`config.mk`:
```
export PLATFORM = sky130hd
export DESIGN_NAME = wildcard_glob_matcher
export DESIGN_NICKNAME = d
export VERILOG_FILES = /design/src/rtl/wgm_pkg.sv /design/src/rtl/wgm_cell.sv /design/src/rtl/wildcard_glob_matcher.sv
export SDC_FILE = /design/constraint.sdc
export NUM_CORES = 1
export LEC_CHECK = 0
export BUFFER_PORTS_ARGS = -buffer_cell sky130_fd_sc_hd__clkbuf_2
export CORE_ASPECT_RATIO = 1.75
export CORE_UTILIZATION = 52
export CTS_CLUSTER_SIZE = 20
export DETAILED_ROUTE_END_ITERATION = 7
export GPL_TIMING_DRIVEN = 0
export PLACE_DENSITY = 0.68
export RECOVER_POWER = 50
export SLEW_MARGIN = 40
export SYNTH_ARGS = -nofsm -noshare
export SYNTH_HDL_FRONTEND = slang
export SYNTH_HIERARCHICAL = 1
export SYNTH_SLANG_ARGS = --single-unit
```
`constraint.sdc`:
```
create_clock -name clk -period 18.4 [get_ports clk]
set_input_delay 2.76 -clock clk [delete_from_list [all_inputs] [get_ports clk]]
set_output_delay 2.76 -clock clk [all_outputs]
set_load 0.02 [all_outputs]
```
`src/rtl/wgm_pkg.sv`:
```
// Shared types and constants of the glob matcher.
// No dependencies; used by the cell, the top level and the checker.
`default_nettype none

package wgm_pkg;

	localparam int SYM_W  = 8;
	localparam int KIND_W = 2;
	localparam int OUT_W  = 8;

	localparam logic [KIND_W-1:0] KIND_PATTERN = 2'd0;
	localparam logic [KIND_W-1:0] KIND_TEXT    = 2'd1;
	localparam logic [KIND_W-1:0] KIND_END     = 2'd2;
	localparam logic [KIND_W-1:0] KIND_CLEAR   = 2'd3;

	localparam logic [SYM_W-1:0] ANY_ONE = 8'h3F;
	localparam logic [SYM_W-1:0] ANY_RUN = 8'h2A;

	// What one accepted transaction asks every cell to do.
	typedef struct packed {
		logic load;
		logic text;
		logic restart;
		logic clear;
	} wgm_cmd_t;

	// Signals handed from one cell to the next one up the chain.
	typedef struct packed {
		logic used;   // this position holds a pattern byte
		logic carry;  // empty-run closure through a star
		logic step;   // text byte advances the match into the next position
	} wgm_link_t;

endpackage

`default_nettype wire

```
`src/rtl/wgm_cell.sv`:
```
// One pattern position of the glob matcher: stored byte, fill bit and active bit.
// Depends on wgm_pkg for the command and link structs and the wildcard codes.
`default_nettype none

module wgm_cell
	import wgm_pkg::*;
#(
	parameter bit FIRST = 1'b0
) (
	input  wire logic             clk,
	input  wire logic             arst_n,
	input  wire wgm_cmd_t         cmd,
	input  wire logic [SYM_W-1:0] symbol,
	input  wire wgm_link_t        left,
	output wgm_link_t             right,
	output logic                  hit
);

	logic [SYM_W-1:0] sym_q;
	logic             used_q;
	logic             act_q;

	logic is_star;
	logic is_any;
	logic closed;
	logic take;
	logic act_next;

	assign is_star = (sym_q == ANY_RUN);
	assign is_any  = (sym_q == ANY_ONE);
	assign closed  = act_q | left.carry;
	// First free slot takes the appended byte.
	assign take    = cmd.load & left.used & ~used_q;

	assign right.used  = used_q;
	assign right.carry = closed & used_q & is_star;
	assign right.step  = closed & used_q & ~is_star & (is_any | (sym_q == symbol));

	// This cell sits at the pattern end when the left one is filled and it is not.
	assign hit      = closed & left.used & ~used_q;
	assign act_next = (closed & used_q & is_star) | left.step;

	always_ff @(posedge clk) begin
		if (take) begin
			sym_q <= symbol;
		end
	end

	always_ff @(posedge clk or negedge arst_n) begin
		if (!arst_n) begin
			used_q <= 1'b0;
			act_q  <= FIRST;
		end else begin
			if (cmd.clear) begin
				used_q <= 1'b0;
			end else if (take) begin
				used_q <= 1'b1;
			end
			if (cmd.text) begin
				act_q <= act_next;
			end else if (cmd.restart) begin
				act_q <= FIRST;
			end
		end
	end

endmodule

`default_nettype wire

```
`src/rtl/wildcard_glob_matcher.sv`:
```
// An end-of-text transaction shows its result on m_tvalid in the cycle after acceptance.
// Throughput: one transaction per cycle; every cell updates its active bit in the same cycle,
// the star closure ripples through the cell chain like a carry.
// Input is held off only while a result waits on a stalled output.
// Reset (arst_n low, asynchronous): empty pattern, overflow clear, text restarted, no result.
// Top level of the glob matcher: chain of wgm_cell plus the pattern-end position and output register.
// Depends on wgm_pkg and wgm_cell.
`default_nettype none

module wildcard_glob_matcher
	import wgm_pkg::*;
#(
	parameter int MAX_PATTERN = 32
) (
	input  wire logic              clk,
	input  wire logic              arst_n,
	input  wire logic              s_tvalid,
	output logic                   s_tready,
	input  wire logic [SYM_W-1:0]  s_tdata,   // [7:0] symbol
	input  wire logic [KIND_W-1:0] s_tuser,   // [1:0] kind
	output logic                   m_tvalid,
	input  wire logic              m_tready,
	output logic [OUT_W-1:0]       m_tdata    // [0] matched, [1] pattern_overflow, [7:2] zero
);

	wgm_link_t              link [MAX_PATTERN+1];
	logic [MAX_PATTERN-1:0] hit_vec;
	wgm_cmd_t               cmd;
	logic                   s_fire;
	logic                   is_end;
	logic                   act_last_q;
	logic                   ovf_q;
	logic                   hit_last;
	logic                   matched;
	logic                   m_valid_q;
	logic [OUT_W-1:0]       m_data_q;

	assign s_tready = ~m_valid_q | m_tready;
	assign s_fire   = s_tvalid & s_tready;

	always_comb begin
		cmd    = '0;
		is_end = 1'b0;
		if (s_fire) begin
			unique case (s_tuser)
				KIND_PATTERN: begin
					cmd.load    = 1'b1;
					cmd.restart = 1'b1;
				end
				KIND_TEXT: begin
					cmd.text = 1'b1;
				end
				KIND_END: begin
					cmd.restart = 1'b1;
					is_end      = 1'b1;
				end
				KIND_CLEAR: begin
					cmd.clear   = 1'b1;
					cmd.restart = 1'b1;
				end
				default: begin
					cmd = '0;
				end
			endcase
		end
	end

	assign link[0] = '{used: 1'b1, carry: 1'b0, step: 1'b0};

	for (genvar i = 0; i < MAX_PATTERN; i++) begin : g_cell
		wgm_cell #(
			.FIRST (i == 0)
		) u_cell (
			.clk    (clk),
			.arst_n (arst_n),
			.cmd    (cmd),
			.symbol (s_tdata),
			.left   (link[i]),
			.right  (link[i+1]),
			.hit    (hit_vec[i])
		);
	end

	// Position past the last cell: reached only with a full pattern.
	assign hit_last = link[MAX_PATTERN].used & (act_last_q | link[MAX_PATTERN].carry);
	assign matched  = (|hit_vec) | hit_last;

	always_ff @(posedge clk or negedge arst_n) begin
		if (!arst_n) begin
			act_last_q <= 1'b0;
			ovf_q      <= 1'b0;
			m_valid_q  <= 1'b0;
		end else begin
			if (cmd.text) begin
				act_last_q <= link[MAX_PATTERN].step;
			end else if (cmd.restart) begin
				act_last_q <= 1'b0;
			end
			// Drop bytes appended to a full pattern and flag it.
			if (cmd.clear) begin
				ovf_q <= 1'b0;
			end else if (cmd.load && link[MAX_PATTERN].used) begin
				ovf_q <= 1'b1;
			end
			if (is_end) begin
				m_valid_q <= 1'b1;
			end else if (m_tready) begin
				m_valid_q <= 1'b0;
			end
		end
	end

	always_ff @(posedge clk) begin
		if (is_end) begin
			m_data_q <= {{(OUT_W-2){1'b0}}, ovf_q, matched};
		end
	end

	assign m_tvalid = m_valid_q;
	assign m_tdata  = m_data_q;

endmodule

`default_nettype wire

```
==> summary.json, run 1 <==
{
  "pwr": {
    "swShare": 0.222,
    "power.leakage_nw": 6.43,
    "maximum_vdd_drop_uv": 80.3,
    "seq_power_share": 0.532,
    "cell_internal_pwr_mw": 1.20,
    "power.share.combinational": 0.075,
    "total_power_mw": 1.55,
    "power.net_switching_mw": 0.344,
    "power-per-cell-area_nw_per_um2": 80.0,
    "clockPowerShare": 0.393
  },
  "setup_path": {
    "worst_setup_path_end_kind": "flop",
    "worst_setup_path_start_kind": "flop",
    "reg2reg_setup_slack_ns": 3.20,
    "worst-endpoint-required_ns": 18.78,
    "cp_class": "flop to flop",
    "setup.worst_path.end": "m_tdata[0]",
    "maximum_fanout_along_the_worst_path": 3,
    "critical-path-max-stage-delay_ns": 0.51,
    "launch_point_of_the_critical_path": "g_cell[0].u_cell/sym_q[6]",
    "r2r-start": "g_cell[0].u_cell/sym_q[6]",
    "reg2reg_to": "m_tdata[0]",
    "crit_slowest_cell": "or4b_4",
    "timing.reg2reg.worst_path_depth": 68,
    "crit_arrival_ns": 15.59
  },
  "worst_hold_path": {
    "classification_of_the_worst_slack_hold_path": "flop to flop"
  },
  "finish": {
    "drive_above_1_share": 0.256,
    "number_of_inserted_diodes": 0,
    "finish.instance_area_um2": 19300,
    "flow.area_growth_from_synthesis_pct": 10.3,
    "finalNetCount": 1419,
    "final_instance_count_excl_fillers": 1832
  },
  "die": {
    "die_h_um": 245,
    "core_region_area_um2": 33000,
    "total_i_o_pin_count": 24,
    "std_cell_rows": 88,
    "die_area_um2": 34500,
    "die-width_um": 141,
    "initial_utilization": 0.530
  },
  "clock_tree": {
    "cts_hold_buffers_added": 0,
    "clock_tree.htree_level_count": 1,
    "clock_tree_from_tritoncts": "done",
    "clkSlewWorstSetupHoldPaths_ns": 0.06,
    "cts.root.buffer_cell": "clkbuf_16",
    "worstSkewPairLatency_ns": 0.55,
    "cts_post_setup_buffers_inserted": 0,
    "clk_path_buf_depth": 3,
    "cts_buffers": 29,
    "postCtsResizedCells": 0,
    "sinks_on_clock_net": 325
  },
  "logic_synthesis": {
    "synth_area_in_compound_gates": 0.0874,
    "synth_xor_area_frac": 0.128,
    "mappedNetlistArea_um2": 17500,
    "synth_top_family_by_area": "simple AND/OR/NAND/NOR gates",
    "netlist.area_leader.share": 0.442,
    "muxShareOfSynthArea": 0.000643,
    "post_synth_num_cell_types": 36,
    "synthFlopType": "edfxtp_1",
    "synth.most_common_cell": "edfxtp_1",
    "yosys_warnings": 6,
    "simple_gate_share_of_the_synthesized_area": 0.222,
    "synth_top_area_cell": "edfxtp_1",
    "synthAdderAreaFrac": 0,
    "top_area_cells_in_the_synthesized_netlist": "edfxtp_1 44%, xor2_1 13%, dfrtp_1 9.4%",
    "synth.top_cells.by_count": "258 x edfxtp_1, 256 x xor2_1, 97 x nor2_1",
    "synth_edf_count": 258,
    "postSynth.asyncResetShare": 0.206,
    "syn_avg_cell_area_um2": 13.3,
    "ys_seq_area_frac": 0.538,
    "ys_ff_latch": 325,
    "syn_inst": 1320
  },
  "timing": {
    "finalSetupViolations": 0,
    "rsz_0062_raised_after_global_routing": "false",
    "final.period_utilization": 0.826,
    "final-hold-violation-count": 0,
    "fin_tns_setup_ns": 0,
    "fin_skew_ns": 0.00871,
    "slew_violations": 465,
    "max_freq_mhz": 65.8,
    "timing.final.crit_period_ns": 15.20,
    "worst-slew-pin-transition_ns": 3.43,
    "max-slew-margin-rel": -1.29
  },
  "placed_design": {
    "dpl.cell_count": 1779,
    "dp_hpwl_um": 23700,
    "gp_congestion": 0.773,
    "port_buffers": 17,
    "postPlaceCellArea_um2": 18700
  },
  "route": {
    "drt_drc_violations_left": 0,
    "routed_wire_length_per_instance_um": 19.1,
    "vias_per_cell": 5.73,
    "finalWirelength_um": 34900,
    "vias": 10502,
    "drtPass1Iterations": 4,
    "dr.first_iter.drc_count": 434,
    "count_of_nets_left_with_antenna_violations_after_detail_routing": 0
  },
  "run_status": {
    "failing_checks": "capacitance limit, slew limit",
    "status": "finished with violations"
  },
  "grt": {
    "overflow": 0,
    "grt.total_usage": 0.213,
    "grt_pass1_vias": 11129,
    "first_pass_grt_wire_length_um": 57400,
    "grt_antenna_before_repair": 0,
    "pin_count_of_the_biggest_net_entering_global_routing": 56
  },
  "job": {
    "maxCapViolCount": 10
  }
}
[state kept, by name, summed over array words and instances (netlist names)]
register	count
m_tdata	2
ovf_q	1
g_cell.u_cell/used_q	32
g_cell.u_cell/act_q	32
m_tvalid	1
g_cell.u_cell/sym_q	256
act_last_q	1
[stage by stage]
stage / util / setup slack [ns] / hold WS (ns)
finish: 0.585 / 3.20 / 0.511
global route: 0.585 / 1.68 / 0.508
CTS: 0.594 / 2.88 / 0.493
detailed placement: 0.565 / 2.98 / 0.488
global placement: 0.549 / 3.21 / 0.461
floorplan: - / 5.95 / 0.448
[logic make-up (layout without fill, tap and decap cells)]
logic type,Yosys count,after routing
xor gates and xnor gates,256,256
other,2,11
AOI/OAI and AO/OA,163,163
and+or+nand+nor,502,502
buffers and inverters,71,169
muxes,1,1
DFF,325,325
[final cells by class]
cell class / instances / area (um2)
Clock inverter: 8 / 125
Fill cell: 2668 / 13700
Timing Repair Buffer: 45 / 277
Clock buffer: 45 / 826
Tap cell: 405 / 507
Sequential cell: 325 / 9430
Multi-Input combinational cell: 933 / 7750
Buffer: 38 / 285
Inverter: 33 / 124
[cell usage in the layout (no fill, tap or decap), types with 32 or more instances in the layout]
cell,instances
buf_4,42
and3b_1,32
nor2b_1,32
nor3b_1,32
nor2_1,96
inv_1,33
edfxtp_1,258
nor3_1,33
a21oi_1,32
xor2_1,256
dfrtp_1,66
nand2_1,35
nand2b_1,33
a32oi_1,32
nor4_2,66
[power groups by stage]
stage	registers [mW]	clock network, mW	logic [mW]
floorplan	0.835	0	0.0667
detailed placement	0.837	0	0.125
global placement	0.837	0	0.111
CTS	0.821	0.623	0.125
global route	0.825	0.650	0.128
finish	0.823	0.607	0.116
[metal layers]
layer,track usage,wire (um)
met2,0.399,19000
met4,0.0854,996
met1,0.246,14000
met5,0,0
met3,0.0215,878
[worst max-delay path, delay by kind of cell, from the launching register on]
kind | cells | cell delay (ns)
compound gates | 32 | 4.37
flops | 1 | 0.44
simple gates | 36 | 10.18
[how the worst min path moves through the flow]
stage / start / end / slack, ns / cells after the start
2_1_floorplan: ovf_q / m_tdata[1] / 0.45 / 0
3_3_place_gp: ovf_q / m_tdata[1] / 0.46 / 0
3_5_place_dp: ovf_q / m_tdata[1] / 0.49 / 0
4_1_cts: ovf_q / m_tdata[1] / 0.49 / 0
5_1_grt: ovf_q / m_tdata[1] / 0.51 / 0
6_report: ovf_q / m_tdata[1] / 0.51 / 0
(Power assumes the default switching activity.)
==> run 2: changes to the inputs <==
==> constraint.sdc (replaced) <==
create_clock -name clk -period 14.9 [get_ports clk]
set_input_delay 2.235 -clock clk [delete_from_list [all_inputs] [get_ports clk]]
set_output_delay 2.235 -clock clk [all_outputs]
set_load 0.02 [all_outputs]
==> run 2 against run 1 <==
Effect of this change:
- the run still ends with capacitance limit, slew limit left
- clock skew hardly changed
- critical endpoint is now act_last_q
- largest cell class unchanged
- setup slack got worse by 2.5 ns
- hold slack hardly changed
- critical path depth stayed put
==> summary.json, run 2 (synthesis results as in run 1) <==
{
  "run_status": {
    "status": "finished with violations",
    "failing_checks": "capacitance limit, slew limit"
  },
  "setup_path": {
    "cp_class": "flop to flop",
    "maximum_fanout_along_the_worst_path": 3,
    "reg2reg_setup_slack_ns": 0.72,
    "critical-path-max-stage-delay_ns": 0.51,
    "worst_path_most_repeated_cell": "o21ai_2",
    "worst_setup_path_end_kind": "flop",
    "timing.reg2reg.worst_path_depth": 68,
    "worst_setup_path_start_kind": "flop",
    "worst-endpoint-required_ns": 15.39,
    "crit_slowest_cell": "or4b_4",
    "reg2reg_to": "act_last_q",
    "crit_arrival_ns": 14.67,
    "r2r-start": "g_cell[0].u_cell/sym_q[7]",
    "setup.worst_path.end": "act_last_q",
    "launch_point_of_the_critical_path": "g_cell[0].u_cell/sym_q[7]"
  },
  "finish": {
    "layout_top_registers": "g_cell.u_cell/sym_q: 256 flops, g_cell.u_cell/act_q: 32 flops, g_cell.u_cell/used_q: 32 flops",
    "largest_register_ffs": 256,
    "layout.cells.most_common": "edfxtp_1",
    "max_flop_register": "g_cell.u_cell/sym_q",
    "finalNetCount": 1460,
    "flow.area_growth_from_synthesis_pct": 12.8,
    "final_cell_mix": "258 x edfxtp_1, 256 x xor2_1, 96 x nor2_1",
    "number_of_inserted_diodes": 0,
    "finish.instance_area_um2": 19800,
    "drive_above_1_share": 0.277
  },
  "die": {
    "total_i_o_pin_count": 24,
    "initial_utilization": 0.530,
    "die_h_um": 245,
    "core_region_area_um2": 33000,
    "std_cell_rows": 88,
    "die_area_um2": 34500,
    "die-width_um": 141
  },
  "grt": {
    "grt.total_usage": 0.214,
    "grt_antenna_before_repair": 0,
    "first_pass_grt_wire_length_um": 57600,
    "pin_count_of_the_biggest_net_entering_global_routing": 56,
    "grt_pass1_vias": 11177,
    "overflow": 0
  },
  "route": {
    "dr.first_iter.drc_count": 433,
    "count_of_nets_left_with_antenna_violations_after_detail_routing": 0,
    "drt_drc_violations_left": 0,
    "finalWirelength_um": 35300,
    "vias_per_cell": 5.71,
    "routed_wire_length_per_instance_um": 18.9,
    "drtPass1Iterations": 4,
    "vias": 10694
  },
  "placed_design": {
    "gp_congestion": 0.773,
    "dp_hpwl_um": 23700,
    "port_buffers": 17,
    "postPlaceCellArea_um2": 18700
  },
  "clock_tree": {
    "worstSkewPairLatency_ns": 0.55,
    "cts_buffers": 29,
    "clock_tree_from_tritoncts": "done",
    "clock_tree.htree_level_count": 1,
    "clk_path_buf_depth": 3,
    "clkSlewWorstSetupHoldPaths_ns": 0.06,
    "cts_hold_buffers_added": 0,
    "cts.root.buffer_cell": "clkbuf_16",
    "sinks_on_clock_net": 325
  },
  "pwr": {
    "power.leakage_nw": 6.82,
    "total_power_mw": 1.91,
    "maximum_vdd_drop_uv": 99.4,
    "power-per-cell-area_nw_per_um2": 96.6
  },
  "timing": {
    "fin_skew_ns": 0.00851,
    "max_freq_mhz": 70.5,
    "slew_violations": 465,
    "max-slew-margin-rel": -1.26,
    "worst-slew-pin-transition_ns": 3.38,
    "fin_tns_setup_ns": 0,
    "final.period_utilization": 0.952,
    "finalSetupViolations": 0,
    "final-hold-violation-count": 0,
    "timing.final.crit_period_ns": 14.18
  },
  "job": {
    "maxCapViolCount": 10
  },
  "worst_hold_path": {
    "classification_of_the_worst_slack_hold_path": "flop to flop"
  }
}
-- run 2: cell types whose count changed in the layout (fill, tap and decap cells not counted), sizes merged --
cell	before	now
buf	57	98
-- run 2: worst min path at each step --
stage	start	end	slack (ns)	depth (start not counted)
3_3_place_gp	ovf_q	m_tdata[1]	0.46	0
5_1_grt	ovf_q	m_tdata[1]	0.51	0
4_1_cts	ovf_q	m_tdata[1]	0.49	0
6_report	ovf_q	m_tdata[1]	0.51	0
2_1_floorplan	ovf_q	m_tdata[1]	0.45	0
3_5_place_dp	ovf_q	m_tdata[1]	0.49	0
-- run 2: critical path, delay by kind of cell (launching register included) --
kind	cells	cell delay [ns]
flops	1	0.43
mux	1	0.13
compound gates	32	3.88
simple gates	35	9.67
-- run 2: cell type report --
class                   count  area, um2
fillers                  2621      13300
flip-flops and latches    325       9430
multi-input cells         933       7900
clock buffers              45        826
repair buffers             86        584
well taps                 405        507
plain buffers              38        285
clock inverters             8        125
inverters                  33        124
-- run 2: what timing repair did --
item | 4_1_cts | 5_1_grt
endpoints found under the setup margin | 3 | 4
endpoints found under the hold margin | 0 | 0
buffers inserted | 6 | 35
pin swaps | 6 | 46
resized for setup | 8 | 15
-- run 2: metal layers --
metal / vias up / wire, um / global-route usage
met3: 64 / 899 / 0.0217
li1: 5144 / - / -
met2: 153 / 19300 / 0.400
met4: 0 / 1080 / 0.0876
met5: - / 0 / 0
met1: 5333 / 14100 / 0.246
-- run 2: report_power, final --
group	internal (mW)	total (mW)	switching, mW
combinational	0.0522	0.143	0.0911
sequential	1.00	1.02	0.0174
clock	0.432	0.750	0.317
total	1.48	1.91	0.426
-- run 2: metrics by stage --
step                      hold slack (ns)  setup WS (ns)  utilization  instances
after floorplan                     0.448           2.45            -       1329
after global placement              0.461         -0.294        0.549       1751
after detailed placement            0.488         -0.525        0.565       1779
after CTS                           0.493         0.0114        0.597       1838
after global routing                0.508         -0.314        0.599       1873
final                               0.511          0.719        0.599       1873
